==> src/design/assert_macros.svh <==
// Assertion macros shared by the pulse width capture modules.
// Included by file name from the modules that check their own logic.
`ifndef ASSERT_MACROS_SVH
`define ASSERT_MACROS_SVH

// Property must hold at every rising edge outside reset
`define ASSERT_CLK(lbl, clk, rstn, prop, msg) \
	lbl: assert property (@(posedge clk) disable iff (!rstn) (prop)) else $error(msg);

// Condition must never be true at a rising edge outside reset
`define ASSERT_NEVER(lbl, clk, rstn, cond, msg) \
	lbl: assert property (@(posedge clk) disable iff (!rstn) !(cond)) else $error(msg);

`endif

==> src/design/pwc_pkg.sv <==
// Package for the pulse width capture block: widths, constants, register codes
// and the structs passed between lanes and the merge stage. No dependencies.
package pwc_pkg;

	localparam int NUM_CHANNELS = 4;
	localparam int MAX_CH       = 4;
	localparam int CH_W         = 2;
	localparam int CNT_W        = 16;
	localparam int OVF_W        = 6;
	localparam int SPEED_W      = 17;
	localparam int WIDTH_W      = OVF_W + CNT_W + 1;

	localparam logic [OVF_W-1:0] OVF_MAX     = 6'h3F;
	localparam logic [CNT_W-1:0] TIMEOUT_END = 16'hFFFF;
	localparam logic [CNT_W-1:0] LIMIT_RESET = 16'd1800;

	// Configuration register indexes
	typedef enum logic [0:0] {
		REG_SECOND_PAIR = 1'b0,
		REG_WIDTH_LIMIT = 1'b1
	} pwc_reg_t;

	// Input word actions
	typedef enum logic [0:0] {
		ACT_EVENT = 1'b0,
		ACT_READ  = 1'b1
	} pwc_act_t;

	// Per-lane view after the current word is applied
	typedef struct packed {
		logic                      done;
		logic                      falling;
		logic signed [SPEED_W-1:0] speed;
	} pwc_lane_stat_t;

	// One result word
	typedef struct packed {
		logic signed [SPEED_W-1:0] speed;
		logic [MAX_CH-1:0]         falling_edge_bits;
		logic [MAX_CH-1:0]         done_bits;
	} pwc_result_t;

endpackage

==> src/design/pwc_in_if.sv <==
// Input channel of the pulse width capture block: valid/ready plus one event word.
// Depends on pwc_pkg for field widths.
interface pwc_in_if;
	logic                          valid;
	logic                          ready;
	logic                          action;
	logic                          update_flag;
	logic [pwc_pkg::MAX_CH-1:0]    capture_flags;
	logic [pwc_pkg::CNT_W-1:0]     capture_ch0;
	logic [pwc_pkg::CNT_W-1:0]     capture_ch1;
	logic [pwc_pkg::CNT_W-1:0]     capture_ch2;
	logic [pwc_pkg::CNT_W-1:0]     capture_ch3;
	logic [pwc_pkg::CH_W-1:0]      channel;

	modport source (
		output valid, action, update_flag, capture_flags,
		output capture_ch0, capture_ch1, capture_ch2, capture_ch3, channel,
		input  ready
	);
	modport sink (
		input  valid, action, update_flag, capture_flags,
		input  capture_ch0, capture_ch1, capture_ch2, capture_ch3, channel,
		output ready
	);
endinterface

==> src/design/pwc_out_if.sv <==
// Output channel of the pulse width capture block: valid/ready plus one result word.
// Depends on pwc_pkg for field widths.
interface pwc_out_if;
	logic                               valid;
	logic                               ready;
	logic signed [pwc_pkg::SPEED_W-1:0] speed;
	logic [pwc_pkg::MAX_CH-1:0]         falling_edge_bits;
	logic [pwc_pkg::MAX_CH-1:0]         done_bits;

	modport source (output valid, speed, falling_edge_bits, done_bits, input ready);
	modport sink   (input valid, speed, falling_edge_bits, done_bits, output ready);
endinterface

==> src/design/pwc_lane.sv <==
// One capture channel lane: holds the channel's measurement state and applies
// timer events and reads to it. Depends on pwc_pkg and assert_macros.svh.
`include "assert_macros.svh"

module pwc_lane (
	input  logic                          clk,
	input  logic                          arst_n,
	input  logic                          timer_go,
	input  logic                          read_go,
	input  logic                          ovf,
	input  logic                          cap,
	input  logic [pwc_pkg::CNT_W-1:0]     val,
	input  logic [pwc_pkg::CNT_W-1:0]     limit,
	output pwc_pkg::pwc_lane_stat_t       stat
);

	logic                               done_q, started_q, falling_q;
	logic [pwc_pkg::OVF_W-1:0]          ovf_cnt_q;
	logic [pwc_pkg::CNT_W-1:0]          start_q, end_q;
	logic signed [pwc_pkg::SPEED_W-1:0] speed_q;

	logic                               done_d, started_d, falling_d;
	logic [pwc_pkg::OVF_W-1:0]          ovf_cnt_d;
	logic [pwc_pkg::CNT_W-1:0]          start_d, end_d;
	logic signed [pwc_pkg::SPEED_W-1:0] speed_d;

	logic signed [pwc_pkg::WIDTH_W-1:0] width;
	logic [pwc_pkg::WIDTH_W-1:0]        mag;

	// Pulse width from the held state: overflows * 2^16 + end - start
	always_comb begin
		width = $signed({1'b0, ovf_cnt_q, end_q}) -
			$signed({{(pwc_pkg::WIDTH_W-pwc_pkg::CNT_W){1'b0}}, start_q});
		mag   = width[pwc_pkg::WIDTH_W-1] ? pwc_pkg::WIDTH_W'(-width) : width;
	end

	// Next state for a timer event or a read
	always_comb begin
		done_d    = done_q;
		started_d = started_q;
		falling_d = falling_q;
		ovf_cnt_d = ovf_cnt_q;
		start_d   = start_q;
		end_d     = end_q;
		speed_d   = speed_q;
		if (timer_go && !done_q) begin
			// count overflows of an open pulse, time out at the top count
			if (ovf && started_q) begin
				if (ovf_cnt_q == pwc_pkg::OVF_MAX) begin
					done_d = 1'b1;
					end_d  = pwc_pkg::TIMEOUT_END;
				end else begin
					ovf_cnt_d = ovf_cnt_q + 1'b1;
				end
			end
			if (cap) begin
				if (started_q) begin
					done_d    = 1'b1;
					end_d     = val;
					falling_d = 1'b0;
				end else begin
					end_d     = '0;
					done_d    = 1'b0;
					ovf_cnt_d = '0;
					started_d = 1'b1;
					start_d   = val;
					falling_d = 1'b1;
				end
			end
		end else if (read_go && done_q) begin
			// take the width as speed when within the limit, then free the channel
			if (mag <= {{(pwc_pkg::WIDTH_W-pwc_pkg::CNT_W){1'b0}}, limit})
				speed_d = width[pwc_pkg::SPEED_W-1:0];
			done_d    = 1'b0;
			started_d = 1'b0;
			ovf_cnt_d = '0;
			start_d   = '0;
		end
	end

	// Hold channel state
	always_ff @(posedge clk or negedge arst_n) begin
		if (!arst_n) begin
			done_q    <= 1'b0;
			started_q <= 1'b0;
			falling_q <= 1'b0;
			ovf_cnt_q <= '0;
			start_q   <= '0;
			end_q     <= '0;
			speed_q   <= '0;
		end else begin
			done_q    <= done_d;
			started_q <= started_d;
			falling_q <= falling_d;
			ovf_cnt_q <= ovf_cnt_d;
			start_q   <= start_d;
			end_q     <= end_d;
			speed_q   <= speed_d;
		end
	end

	// Report the state as it stands after this word
	assign stat.done    = done_d;
	assign stat.falling = falling_d;
	assign stat.speed   = speed_d;

	`ASSERT_CLK(a_done_needs_start, clk, arst_n, done_q |-> started_q, "done without start")
	`ASSERT_CLK(a_idle_count_zero, clk, arst_n, !started_q |-> (ovf_cnt_q == '0),
		"overflow count on idle channel")
	`ASSERT_CLK(a_idle_start_zero, clk, arst_n, !started_q |-> (start_q == '0),
		"start time on idle channel")

endmodule

==> src/design/pwc_merge.sv <==
// Merge stage: combines the lane reports into one result word and buffers it
// in an output register plus a skid entry. Depends on pwc_pkg, pwc_out_if.
`include "assert_macros.svh"

module pwc_merge #(
	parameter int NUM_CHANNELS = pwc_pkg::NUM_CHANNELS
) (
	input  logic                      clk,
	input  logic                      arst_n,
	input  logic                      push,
	input  logic [pwc_pkg::CH_W-1:0]  sel,
	input  pwc_pkg::pwc_lane_stat_t   stats [pwc_pkg::MAX_CH],
	output logic                      ready,
	pwc_out_if.source                 out_ch
);

	pwc_pkg::pwc_result_t res;
	pwc_pkg::pwc_result_t data_s1, skid_q;
	logic                 valid_s1, skid_valid_q;
	logic                 pop;

	// Combine lanes: selected speed and the status bit vectors
	always_comb begin
		res = '0;
		for (int c = 0; c < pwc_pkg::MAX_CH; c++) begin
			res.falling_edge_bits[c] = stats[c].falling;
			res.done_bits[c]         = stats[c].done;
		end
		if ({1'b0, sel} < (pwc_pkg::CH_W+1)'(NUM_CHANNELS))
			res.speed = stats[sel].speed;
	end

	assign pop   = valid_s1 && out_ch.ready;
	assign ready = !skid_valid_q;

	// Output register and skid entry
	always_ff @(posedge clk or negedge arst_n) begin
		if (!arst_n) begin
			valid_s1     <= 1'b0;
			skid_valid_q <= 1'b0;
		end else begin
			if (pop) begin
				valid_s1     <= skid_valid_q || push;
				skid_valid_q <= 1'b0;
			end else if (!valid_s1) begin
				valid_s1 <= push;
			end else if (push) begin
				skid_valid_q <= 1'b1;
			end
		end
	end

	always_ff @(posedge clk) begin
		if (pop) begin
			data_s1 <= skid_valid_q ? skid_q : res;
		end else if (!valid_s1) begin
			data_s1 <= res;
		end
		if (!pop && valid_s1 && push)
			skid_q <= res;
	end

	assign out_ch.valid             = valid_s1;
	assign out_ch.speed             = data_s1.speed;
	assign out_ch.falling_edge_bits = data_s1.falling_edge_bits;
	assign out_ch.done_bits         = data_s1.done_bits;

	`ASSERT_CLK(a_skid_behind_out, clk, arst_n, skid_valid_q |-> valid_s1,
		"skid word without output word")
	`ASSERT_NEVER(a_no_push_when_full, clk, arst_n, push && skid_valid_q,
		"word pushed into full buffer")
	`ASSERT_CLK(a_stall_fills_skid, clk, arst_n, (push && valid_s1 && !out_ch.ready) |=> skid_valid_q,
		"stalled word not kept in skid entry")

endmodule

==> src/design/pulse_width_capture_core.sv <==
// Pulse width capture core: one word per clock on the input, one result word per
// input word, registered in the output register, or in the skid entry while that
// register waits. Each lane applies a word with no busy state, so the input takes a
// new word every cycle; a two-entry output buffer (output register plus skid entry)
// keeps input ready while one result waits; ready drops only once both are full.
// Configuration writes are applied at the clock edge where wr_en is high.
// Depends on pwc_pkg, pwc_in_if, pwc_out_if, pwc_lane and pwc_merge.
module pulse_width_capture_core #(
	parameter int NUM_CHANNELS = pwc_pkg::NUM_CHANNELS
) (
	input  logic                      clk,
	input  logic                      arst_n,
	input  logic                      wr_en,
	input  logic [0:0]                wr_index,
	input  logic [pwc_pkg::CNT_W-1:0] wr_data,
	pwc_in_if.sink                    in_ch,
	pwc_out_if.source                 out_ch
);

	logic                      second_pair_q;
	logic [pwc_pkg::CNT_W-1:0] limit_q;
	logic                      accept;
	logic                      ready;
	logic [pwc_pkg::CNT_W-1:0] vals [pwc_pkg::MAX_CH];
	pwc_pkg::pwc_lane_stat_t   stats [pwc_pkg::MAX_CH];

	// Configuration registers
	always_ff @(posedge clk or negedge arst_n) begin
		if (!arst_n) begin
			second_pair_q <= 1'b0;
			limit_q       <= pwc_pkg::LIMIT_RESET;
		end else if (wr_en) begin
			unique case (pwc_pkg::pwc_reg_t'(wr_index))
				pwc_pkg::REG_SECOND_PAIR: second_pair_q <= wr_data[0];
				pwc_pkg::REG_WIDTH_LIMIT: limit_q       <= wr_data;
			endcase
		end
	end

	assign in_ch.ready = ready;
	assign accept      = in_ch.valid && ready;

	assign vals[0] = in_ch.capture_ch0;
	assign vals[1] = in_ch.capture_ch1;
	assign vals[2] = in_ch.capture_ch2;
	assign vals[3] = in_ch.capture_ch3;

	// Channel lanes; the second pair acts on timer events only when enabled
	for (genvar c = 0; c < pwc_pkg::MAX_CH; c++) begin : g_lane
		if (c < NUM_CHANNELS) begin : g_on
			pwc_lane u_lane (
				.clk      (clk),
				.arst_n   (arst_n),
				.timer_go (accept && (in_ch.action == pwc_pkg::ACT_EVENT) &&
				           ((c < 2) || second_pair_q)),
				.read_go  (accept && (in_ch.action == pwc_pkg::ACT_READ) &&
				           (in_ch.channel == pwc_pkg::CH_W'(c))),
				.ovf      (in_ch.update_flag),
				.cap      (in_ch.capture_flags[c]),
				.val      (vals[c]),
				.limit    (limit_q),
				.stat     (stats[c])
			);
		end else begin : g_off
			assign stats[c] = '0;
		end
	end

	// Merge lane reports into the result word
	pwc_merge #(
		.NUM_CHANNELS (NUM_CHANNELS)
	) u_merge (
		.clk    (clk),
		.arst_n (arst_n),
		.push   (accept),
		.sel    (in_ch.channel),
		.stats  (stats),
		.ready  (ready),
		.out_ch (out_ch)
	);

endmodule
==> src/flat_wrapper.sv <==
// flat-port wrapper written by rule: the top's interface ports become plain ports
module pulse_width_capture_core_flat 
#(
	parameter int NUM_CHANNELS = pwc_pkg::NUM_CHANNELS
)
  (clk, arst_n, wr_en, wr_index, wr_data, in_ch_valid, in_ch_action, in_ch_update_flag, in_ch_capture_flags, in_ch_capture_ch0, in_ch_capture_ch1, in_ch_capture_ch2, in_ch_capture_ch3, in_ch_channel, in_ch_ready, out_ch_valid, out_ch_speed, out_ch_falling_edge_bits, out_ch_done_bits, out_ch_ready);
  pwc_in_if in_ch_i ();
  pwc_out_if out_ch_i ();
  input  logic clk;
  input  logic arst_n;
  input  logic wr_en;
  input  logic [0:0] wr_index;
  input  logic [pwc_pkg::CNT_W-1:0] wr_data;
  input wire logic [$bits(in_ch_i.valid)-1:0] in_ch_valid;
  input wire logic [$bits(in_ch_i.action)-1:0] in_ch_action;
  input wire logic [$bits(in_ch_i.update_flag)-1:0] in_ch_update_flag;
  input wire logic [$bits(in_ch_i.capture_flags)-1:0] in_ch_capture_flags;
  input wire logic [$bits(in_ch_i.capture_ch0)-1:0] in_ch_capture_ch0;
  input wire logic [$bits(in_ch_i.capture_ch1)-1:0] in_ch_capture_ch1;
  input wire logic [$bits(in_ch_i.capture_ch2)-1:0] in_ch_capture_ch2;
  input wire logic [$bits(in_ch_i.capture_ch3)-1:0] in_ch_capture_ch3;
  input wire logic [$bits(in_ch_i.channel)-1:0] in_ch_channel;
  output wire logic [$bits(in_ch_i.ready)-1:0] in_ch_ready;
  output wire logic [$bits(out_ch_i.valid)-1:0] out_ch_valid;
  output wire logic [$bits(out_ch_i.speed)-1:0] out_ch_speed;
  output wire logic [$bits(out_ch_i.falling_edge_bits)-1:0] out_ch_falling_edge_bits;
  output wire logic [$bits(out_ch_i.done_bits)-1:0] out_ch_done_bits;
  input wire logic [$bits(out_ch_i.ready)-1:0] out_ch_ready;
  assign in_ch_i.valid = in_ch_valid;
  assign in_ch_i.action = in_ch_action;
  assign in_ch_i.update_flag = in_ch_update_flag;
  assign in_ch_i.capture_flags = in_ch_capture_flags;
  assign in_ch_i.capture_ch0 = in_ch_capture_ch0;
  assign in_ch_i.capture_ch1 = in_ch_capture_ch1;
  assign in_ch_i.capture_ch2 = in_ch_capture_ch2;
  assign in_ch_i.capture_ch3 = in_ch_capture_ch3;
  assign in_ch_i.channel = in_ch_channel;
  assign in_ch_ready = in_ch_i.ready;
  assign out_ch_valid = out_ch_i.valid;
  assign out_ch_speed = out_ch_i.speed;
  assign out_ch_falling_edge_bits = out_ch_i.falling_edge_bits;
  assign out_ch_done_bits = out_ch_i.done_bits;
  assign out_ch_i.ready = out_ch_ready;
  pulse_width_capture_core #(.NUM_CHANNELS(NUM_CHANNELS)) u_core (.clk(clk), .arst_n(arst_n), .wr_en(wr_en), .wr_index(wr_index), .wr_data(wr_data), .in_ch(in_ch_i), .out_ch(out_ch_i));
endmodule
==> config.mk <==
export PLATFORM = sky130hd
export DESIGN_NAME = pulse_width_capture_core_flat
export DESIGN_NICKNAME = d
export VERILOG_FILES = /design/src/design/pwc_pkg.sv /design/src/design/pwc_in_if.sv /design/src/design/pwc_out_if.sv /design/src/design/pwc_lane.sv /design/src/design/pwc_merge.sv /design/src/design/pulse_width_capture_core.sv /design/src/flat_wrapper.sv
export VERILOG_INCLUDE_DIRS = /design/src /design/src/design
export SDC_FILE = /design/constraint.sdc
export NUM_CORES = 1
export LEC_CHECK = 0
export BUFFER_PORTS_ARGS = -buffer_cell sky130_fd_sc_hd__buf_2
export CAP_MARGIN = 5
export CORE_MARGIN = 2
export CORE_UTILIZATION = 40
export CTS_CLUSTER_DIAMETER = 100
export DETAILED_ROUTE_END_ITERATION = 6
export PLACE_DENSITY_LB_ADDON = 0.1
export SYNTH_ARGS = -nofsm -noshare
export SYNTH_HDL_FRONTEND = slang
export SYNTH_SLANG_ARGS = --single-unit
==> constraint.sdc <==
create_clock -name clk -period 14.14 [get_ports clk]
set_clock_uncertainty 0.05 [all_clocks]
set_input_delay 0 -clock clk [delete_from_list [all_inputs] [get_ports clk]]
set_output_delay 0 -clock clk [all_outputs]
set_load 0.01 [all_outputs]
Word-level counts from Yosys, hierarchy flattened
Cells that the tools add are included.

Reductions and logical operators: 60. Order comparisons: 5. Add/subtract/negate cells: 12. Equal/unequal tests: 16. Bitwise gates (word level): 3. Multiplexer cells: 131.

Operator list (number): 16-bit 2-to-1 mux (32); 17-bit 2-to-1 mux (14); 6-bit 2-to-1 mux (24); 23-bit by 16-bit less-or-equal comparator with 1-bit output (4); 23-bit 2-to-1 mux (4); 23-bit negator (4); 22-bit by 16-bit subtractor with 23-bit output (4); 25-bit 2-to-1 mux (3); 1-bit 2-to-1 mux (53); 19-bit binary-select mux with 2-bit select (1); 2-bit nonzero test (14); 6-bit by 1-bit adder with 6-bit output (second input constant) (4); 6-bit == test (second input constant) (4); 3-bit AND reduction (8); 1-bit logical AND (23); 2-bit != test (second input constant) (8); 2-bit AND reduction (7); 1-bit logical NOT (6); 2-bit == test (second input constant) (2); 3-bit >= comparator (second input constant) (1); 2-bit NOT with 3-bit output (1); 2-bit by 1-bit == test with 1-bit output (second input constant) (1); 2-bit logical NOT (1); 2-bit by 1-bit != test with 1-bit output (second input constant) (1); other kinds (2) (3).

Output and inout bits: 27. Word-level logic and storage cells: 265. Flip-flop bits (word level): 301. Input bits: 94.

Logic depth before layout (Yosys ltp)
Gate-level depths: netlist of run 1.

Word-level depth: 12. Gate-level depth with buffers: 26. Depth with buffers taken out: 25.

Modules after synthesis
Synthesis of run 1 repeated with hierarchy kept, for this count alone.

Cells, all modules: 2355. Area, all modules: 21418.0 um^2.

Modules (own cells, without submodules): pwc_lane at u_core.g_lane[1].g_on.u_lane ... (instances 2, cells an instance 565, area each 4687.0 um^2); pwc_lane at u_core.g_lane[3].g_on.u_lane (instances 1, cells an instance 537, area each 4484.3 um^2); pwc_lane at u_core.g_lane[0].g_on.u_lane (instances 1, cells an instance 531, area each 4480.5 um^2); pwc_merge (instances 1, cells an instance 109, area each 2342.2 um^2); pulse_width_capture_core (instances 1, cells an instance 48, area each 737.0 um^2).

Least setup slack after synthesis of run 1
OpenSTA, ideal clock, no wires.

Kind: register to register. Start: reg u_core.g_lane[0].g_on.u_lane.end_q[0] (netlist bit). End: reg u_core.u_merge.data_s1 (netlist bit u_core.u_merge.out_ch.speed[11]) (data pin). Setup slack: 7992 ps. Arrival time: 5839 ps. Library setup time: 259 ps. Stages on the path, launching flop included: 26. Clock period less this slack: 6148 ps. Path buffers: 1. Cell sequence: dfrtp_1 > inv_1 > ha_1 > inv_1 > fa_1 > a211oi_2 > o31ai_2 > xor2_1 > or4b_1 > or4_4 > nor3_1 > nor2_1 > xor2_1 > ha_1 > nand2_1 > nor2_1 > a211oi_1 > o22ai_1 > o221a_2 > or4_1 > o21ai_1 > and3_1 > buf_6 > mux2_4 > a221o_1 > o31a_1.

Word-level cells in the longest chain between the ends: 12. Elaborated cells between the ends (all ways): 13. Classes of those cells: add/sub (2); order compare (1); mux (10).

RTL lines: start: declaration (line pwc_lane.sv:19) `logic [pwc_pkg::CNT_W-1:0] start_q, end_q;`; start signal: assignment (line pwc_lane.sv:97) `end_q <= end_d;`; 22-bit by 16-bit subtractor with 23-bit output * (line pwc_lane.sv:32) `width = $signed({1'b0, ovf_cnt_q, end_q}) -`; 23-bit negator (line pwc_lane.sv:34) `mag = width[pwc_pkg::WIDTH_W-1] ? pwc_pkg::WIDTH_W'(-width) : width;`; 23-bit 2-to-1 mux (line pwc_lane.sv:34); 23-bit by 16-bit less-or-equal comparator with 1-bit output (line pwc_lane.sv:72) `if (mag <= {{(pwc_pkg::WIDTH_W-pwc_pkg::CNT_W){1'b0}}, limit})`; 17-bit 2-to-1 mux * (line pwc_lane.sv:72); 17-bit 2-to-1 mux * (line pwc_lane.sv:70) `end else if (read_go && done_q) begin`; 17-bit 2-to-1 mux * (line pwc_lane.sv:46) `if (timer_go && !done_q) begin`; net u_core.g_lane[0].g_on.u_lane.speed_d (one bit) (line pwc_lane.sv:25) `logic signed [pwc_pkg::SPEED_W-1:0] speed_d;`; 19-bit binary-select mux with 2-bit select * (line pwc_merge.sv:30) `res.speed = stats[sel].speed;`; 17-bit 2-to-1 mux (implied by the code) * (2 in series) (line pwc_merge.sv:30); 25-bit 2-to-1 mux (on tied branches) (line pwc_merge.sv:56, pwc_merge.sv:55); 25-bit 2-to-1 mux * (line pwc_merge.sv:54) `if (pop) begin`; end signal: assignment (line pwc_merge.sv:55) `data_s1 <= skid_valid_q ? skid_q : res;`; end signal: assignment (line pwc_merge.sv:57) `data_s1 <= res;`; end: declaration (line pwc_merge.sv:18) `pwc_pkg::pwc_result_t data_s1, skid_q;`.

The timed path passes the listed nets; every way through them passes the cells marked *. The select of a mux whose other input is x is not followed. A chain may end at the register's enable or synchronous reset.

Worst setup path in the final report of run 1
Ends and elaborated chain as after synthesis.

==> results of run 1 <==
per-layer routing:
layer / wire, um / vias to the layer above / global-route usage
met5: 24 / - / 0
met2: 28300 / 347 / 0.381
met4: 1590 / 4 / 0.0681
li1: - / 8734 / -
met1: 29000 / 8627 / 0.319
met3: 2260 / 79 / 0.0257
flip-flops by register name, indices dropped and copies added, names as in the netlist:
name / flops
u_core.g_lane.g_on.u_lane.speed_q: 68
u_core.g_lane.g_on.u_lane.end_q: 64
u_core.g_lane.g_on.u_lane.start_q: 64
u_core.u_merge.skid_q: 25
u_core.g_lane.g_on.u_lane.ovf_cnt_q: 24
u_core.u_merge.out_ch.speed: 17
u_core.limit_q: 16
u_core.g_lane.g_on.u_lane.done_q: 4
u_core.g_lane.g_on.u_lane.falling_q: 4
u_core.g_lane.g_on.u_lane.started_q: 4
u_core.u_merge.out_ch.done_bits: 4
u_core.u_merge.out_ch.falling_edge_bits: 4
u_core.second_pair_q: 1
u_core.u_merge.out_ch.valid: 1
u_core.u_merge.skid_valid_q: 1
worst min path at each step:
stage,startpoint,to,slack (ns),depth (start not counted)
2_1_floorplan,arst_n,u_core.g_lane[0].g_on.u_lane.done_q$_DFF_PN0_,-0.35,0
3_3_place_gp,arst_n,u_core.g_lane[0].g_on.u_lane.end_q[7]$_DFFE_PN0P_,-0.1,1
3_5_place_dp,arst_n,u_core.g_lane[0].g_on.u_lane.end_q[7]$_DFFE_PN0P_,-0.09,1
4_1_cts,in_ch_capture_flags[3],u_core.g_lane[3].g_on.u_lane.ovf_cnt_q[3]$_DFFE_PN0P_,0.008,5
5_1_grt,in_ch_capture_flags[3],u_core.g_lane[3].g_on.u_lane.ovf_cnt_q[3]$_DFFE_PN0P_,0.09,5
6_report,in_ch_capture_flags[3],u_core.g_lane[3].g_on.u_lane.ovf_cnt_q[3]$_DFFE_PN0P_,0.06,5
metrics by stage:
| step | cells | utilization | hold slack, ns |
|---|---|---|---|
| detailed placement | 3058 | 0.427 | -0.0916 |
| finish | 3216 | 0.468 | 0.0616 |
| floorplan | 2342 | - | -0.346 |
| global placement | 3058 | 0.427 | -0.0972 |
| global route | 3216 | 0.468 | 0.0891 |
| CTS | 3216 | 0.468 | 0.00771 |
cells in the final DEF (no fill, tap or decap), types with 8 or more instances in the layout:
cell           Yosys  layout
a211oi_1          24      24
a21o_1            24      24
a21oi_1          125     125
a221o_1           40      40
a22oi_1           20      20
a31oi_1           32      32
and2_1            28      28
and3_1            19      19
buf_2              6     119
buf_4              2      23
clkbuf_1          95      13
clkbuf_16          0      37
dfrtp_1          247     247
dlygate4sd3_1      0      94
edfxtp_1          50      50
ha_1             140     140
inv_1            148     148
mux2_2            45      45
mux2i_1           38      38
nand2_1          374     374
nand2b_1          16      16
nand3_1           45      45
nand3b_1           9       9
nand4_1           23      23
nand4b_1           8       8
nor2_1           168     167
nor2b_1           16      16
nor3_1            38      34
o211a_1            8       8
o211ai_1          15      15
o21a_1            18      18
o21ai_0          183     179
o221ai_1           8       8
o31ai_1            8       8
or3_1             18      18
or4_1             12      12
xnor2_1           67      67
xor2_1            43      43
layout make-up:
class	instances	share of cell area
Clock inverter	6	0.00324
Tap cell	680	0.0356
Clock buffer	57	0.0448
Timing Repair Buffer	238	0.0732
Sequential cell	301	0.326
Inverter	148	0.0232
Multi-Input combinational cell	1786	0.494
cell families after synthesis:
group           share of synthesized area
fa+ha+maj                          0.0891
buf+inv                            0.0481
xor+xnor                           0.0480
simple gates                        0.184
mux                                0.0499
compound gates                      0.203
flops                               0.379
worst reg2reg max path, delay by kind of cell, from the launching register on:
family / cells / cell delay, ns
and+or+nand+nor: 7 / 2.80
AOI/OAI and AO/OA: 9 / 1.83
adders and majority gates: 3 / 0.95
xor gates and xnor gates: 2 / 0.39
DFF: 1 / 0.37
muxes: 1 / 0.37
buffers and inverters: 2 / 0.12
timing repair:
action                                 4_1_cts  5_1_grt
hold buffers                                95        0
resized for setup                            0        0
endpoints found under the hold margin      250        0
==> results.sh, run 1 <==
export IMPL_critical_path_buf_inv_count=2
export IMPL_worst_pin_slew_ns=1.25
export IMPL_syn_nets=2580
export IMPL_drt_iter0_drc=1289
export IMPL_synthArstFlopShare=0.834
export IMPL_max_freq_ghz=0.140
export IMPL_antenna_left=0
export IMPL_portBuffers=120
export IMPL_syn_avg_cell_area_um2=8.78
export IMPL_overflow=0
export IMPL_max_cap_violations=0
export IMPL_htreeDepth=2
export IMPL_min_period_over_period=0.505
export IMPL_crit_path_end_kind="flop"
export IMPL_drt_wl_total_um=61200
export IMPL_crit_slowest_cell="and3_1"
export IMPL_place_area_mm2=0.0218
export IMPL_yosysMostFrequentCell="nand2_1"
export IMPL_grt_first_pass_wirelength_um=98100
export IMPL_die_w_um=231
export IMPL_grt_max_degree=72
export IMPL_cts_tree="built"
export IMPL_hold_viol=0
export IMPL_die_area_mm2=0.0532
export IMPL_clock_sinks=301
export IMPL_die_y_um=231
export IMPL_via_per_inst=5.53
export IMPL_crit_cells=24
export IMPL_drive_gt1_frac=0.116
export IMPL_synth_top_cell_by_area="dfrtp_1"
export IMPL_crit_end="u_core.u_merge.out_ch.speed[11]$_DFFE_PP_"
export IMPL_synth_top_area_frac=0.301
export IMPL_slew_limit_headroom=0.165
export IMPL_synthTopCellsByArea="dfrtp_1 30%, ha_1 8.5%, edfxtp_1 7.3%"
export IMPL_drtPass1Iterations=7
export IMPL_multi_input_area_mm2=0.0118
export IMPL_ios=121
export IMPL_tns_ns=0
export IMPL_status="complete, no violations"
export IMPL_start_util=0.402
export IMPL_rows=83
export IMPL_slew_violations=0
export IMPL_clk_latency_ns=0.56
export IMPL_n_antenna_cell=0
export IMPL_root_buffer="clkbuf_16"
export IMPL_clockBufferDepth=3
export IMPL_cts_setup_buffers=0
export IMPL_ys_flop_type="dfrtp_1"
export IMPL_r2r_start="u_core.g_lane[0].g_on.u_lane.end_q[0]$_DFFE_PN0P_"
export IMPL_dpl_worst_slack_ns=7.10
export IMPL_setup_violations=0
export IMPL_fin_crit_ns=7.14
export IMPL_synth_edf_count=50
export IMPL_ys_seq_area_frac=0.379
export IMPL_cp_slowest_stage_delay_ns=0.76
export IMPL_synthCells=2342
export IMPL_yosys_warnings=0
export IMPL_ff2ff_path_depth=24
export IMPL_nFillCells=5060
export IMPL_nets=2750
export IMPL_crit_required_ns=14.39
export IMPL_yosys_top_cells_count="374 x nand2_1, 247 x dfrtp_1, 183 x o21ai_0"
export IMPL_numCtsBuffers=37
export IMPL_dp_hpwl_um=45000
export IMPL_ys_seq_elements=301
export IMPL_drc=0
export IMPL_r2r_end="u_core.u_merge.out_ch.speed[11]$_DFFE_PP_"
export IMPL_crit_type="reg -> reg"
export IMPL_path_clk_slew_ns=0.06
export IMPL_regArea_mm2=0.00779
export IMPL_cp_startpoint="u_core.g_lane[0].g_on.u_lane.end_q[0]$_DFFE_PN0P_"
export IMPL_rsz0062_at_grt="no"
export IMPL_antenna_found_initial=2
export IMPL_crit_fanout=16
export IMPL_grt_pass1_vias=17500
export IMPL_grt_usage=0.231
export IMPL_netlist_area_mm2=0.0206
export IMPL_area_growth_pct=16.4
export IMPL_core_mm2=0.0511
export IMPL_routedWlPerCell_um=19.0
export IMPL_vias=17800
export IMPL_r2r_setup_slack_ns=7.00
export IMPL_place_gp_congestion=0.880
export IMPL_start_kind="flop"
export IMPL_cp_cell_sequence="inv_1 > ha_1 > inv_1 > fa_1 > a211oi_2 > o31ai_2 > xor2_1 > or4b_1 > nor4b_1 > nor3b_2 > a21oi_1 > xor2_1 > ha_1 > nand4_1 > nor3_1 > o21ai_0 > o22ai_1 > o221a_2 > or4_1 > o21ai_1 > and3_1 > mux2_4 > a221o_1 > o31a_1"
export IMPL_final_cell_area_mm2=0.0239
export IMPL_crit_arrival_ns=7.39
export IMPL_setup_slack_ns=7.00
export IMPL_ys_types=98
export IMPL_critical_path_top_delay_family="simple AND/OR/NAND/NOR gates"
export IMPL_min_path_type="in -> reg"
Power of run 1 is left out: the tool's default activity adds up to more than one toggle a clock period on the data nets, which glitch-free logic cannot reach.
==> run 2: changes to the inputs <==
- clock period: 14.14 -> 7.1 ns (I/O delays scaled with it)
==> results.sh, run 2 (synthesis results as in run 1) <==
export IMPL_path_clk_slew_ns=0.06
export IMPL_die_area_mm2=0.0532
export IMPL_min_path_type="in -> async"
export IMPL_status="complete, no violations"
export IMPL_crit_path_end_kind="flop"
export IMPL_final_core_util=0.473
export IMPL_grt_max_degree=140
export IMPL_final_cell_mix="374 x nand2_1, 247 x dfrtp_1, 179 x o21ai_0"
export IMPL_start_util=0.402
export IMPL_critical_path_top_delay_family="simple AND/OR/NAND/NOR gates"
export IMPL_antenna_found_initial=3
export IMPL_crit_type="reg -> reg"
export IMPL_fin_crit_ns=6.61
export IMPL_setup_violations=0
export IMPL_drt_wl_total_um=61200
export IMPL_hold_ws_ns=0.0223
export IMPL_htreeDepth=2
export IMPL_dp_hpwl_um=45100
export IMPL_crit_slowest_cell="or4b_1"
export IMPL_critical_path_buf_inv_count=3
export IMPL_nets=2762
export IMPL_r2r_start="u_core.g_lane[0].g_on.u_lane.end_q[0]$_DFFE_PN0P_"
export IMPL_vias=17800
export IMPL_place_gp_congestion=0.914
export IMPL_worst_pin_slew_ns=1.18
export IMPL_clock_sinks=301
export IMPL_top_register="u_core.g_lane.g_on.u_lane.speed_q"
export IMPL_clockBufferDepth=3
export IMPL_drt_iter0_drc=1232
export IMPL_min_period_over_period=0.932
export IMPL_root_buffer="clkbuf_16"
export IMPL_rows=83
export IMPL_tns_ns=0
export IMPL_drive_gt1_frac=0.122
export IMPL_grt_first_pass_wirelength_um=98100
export IMPL_rsz0062_at_grt="no"
export IMPL_crit_required_ns=7.34
export IMPL_final_common_cell="nand2_1"
export IMPL_max_freq_ghz=0.151
export IMPL_max_cap_violations=0
export IMPL_crit_fanout=7
export IMPL_core_mm2=0.0511
export IMPL_drc=0
export IMPL_cp_slowest_stage_delay_ns=0.61
export IMPL_routedWlPerCell_um=18.9
export IMPL_crit_arrival_ns=6.86
export IMPL_overflow=0
export IMPL_hold_viol=0
export IMPL_placed_cells=3065
export IMPL_drtPass1Iterations=5
export IMPL_numCtsBuffers=37
export IMPL_clk_latency_ns=0.56
export IMPL_grt_pass1_vias=17600
export IMPL_die_w_um=231
export IMPL_die_y_um=231
export IMPL_area_growth_pct=17.4
export IMPL_largestRegisters="u_core.g_lane.g_on.u_lane.speed_q (68), u_core.g_lane.g_on.u_lane.end_q (64), u_core.g_lane.g_on.u_lane.start_q (64)"
export IMPL_ios=121
export IMPL_nFillCells=5025
export IMPL_via_per_inst=5.51
export IMPL_grt_usage=0.232
export IMPL_slew_limit_headroom=0.193
export IMPL_slew_violations=0
export IMPL_final_cells=3232
export IMPL_cp_startpoint="u_core.g_lane[0].g_on.u_lane.end_q[0]$_DFFE_PN0P_"
export IMPL_start_kind="flop"
export IMPL_cts_tree="built"
export IMPL_largest_reg_flops=68
export IMPL_portBuffers=120
export IMPL_antenna_left=0
==> run 2: cell count changes in the layout (fill, tap and decap cells not counted), sizes merged <==
cell | previous run | this run
clkbuf | 57 | 47
clkinvlp | 0 | 2
buf | 144 | 151
clkinv | 4 | 13
inv | 148 | 149
diode | 0 | 1
bufinv | 2 | 3
dlygate4sd3 | 94 | 99
==> run 2: worst paths after layout <==
kind,slack (ns),endpoint,cells past startpoint
max in group asynchronous,6.21,u_core.g_lane[2].g_on.u_lane.end_q[10]$_DFFE_PN0P_,3
setup / recovery,0.49,u_core.u_merge.out_ch.speed[10]$_DFFE_PP_,25
hold reg to reg,0.43,u_core.g_lane[0].g_on.u_lane.speed_q[12]$_DFF_PN0_,2
hold / removal,0.02,u_core.g_lane[0].g_on.u_lane.start_q[8]$_DFFE_PN0P_,3
setup reg to reg,0.49,u_core.u_merge.out_ch.speed[10]$_DFFE_PP_,25
min in group clk,0.05,u_core.g_lane[3].g_on.u_lane.start_q[1]$_DFFE_PN0P_,5
==> run 2: area by class of cell <==
cell class / count / area (um2) / share of cell area
sequential: 301 / 7790 / 0.323
multi-input combinational: 1786 / 11900 / 0.491
clock inverter: 19 / 175 / 0.00725
antenna: 1 / 2.50 / 0.000104
clock buffer: 47 / 1060 / 0.0437
tap: 680 / 851 / 0.0352
inverter: 148 / 556 / 0.0230
timing repair buffer: 250 / 1870 / 0.0773
==> run 2: repair_timing <==
action,in CTS,in global routing
hold endpoints to repair,252,0
endpoints found under the setup margin,0,18
gates resized for setup,0,5
hold buffers,100,0
buffers inserted,0,0
==> run 2: layer usage <==
layer  global-route usage  part of all wire  wire length, um
met1                0.316              0.46            28200
met2                0.375              0.45            27700
met3               0.0333             0.050             3050
met4               0.0857             0.036             2180
met5                    0           0.00036               22
==> run 2: worst register-to-register path, stage by stage, from the launching register on <==
cell and delay [ns]:
dfrtp_1 0.37, inv_1 0.06, ha_1 0.15, inv_1 0.07, fa_1 0.48, a211oi_2 0.26
o31ai_2 0.15, xor2_1 0.23, or4b_1 0.61, or4_4 0.49, nor3_1 0.19, nor2_1 0.07
xor2_1 0.16, ha_1 0.35, nand2_1 0.10, nor2_1 0.06, a211oi_1 0.22, o22ai_1 0.11
o221a_2 0.24, or4_1 0.49, o21ai_2 0.15, and3_4 0.33, buf_4 0.20, mux2_4 0.32
a221oi_2 0.32, a31oi_1 0.12
==> run 2: stage by stage <==
| stage | setup slack (ns) | cell area [um2] |
|---|---|---|
| global route | 0.0870 | 24100 |
| finish | 0.486 | 24100 |
| CTS | 0.214 | 24100 |
| detailed placement | 0.252 | 21900 |
| global placement | 0.369 | 21900 |
| floorplan | 0.952 | 20600 |
Power of run 2 is left out for the same reason.
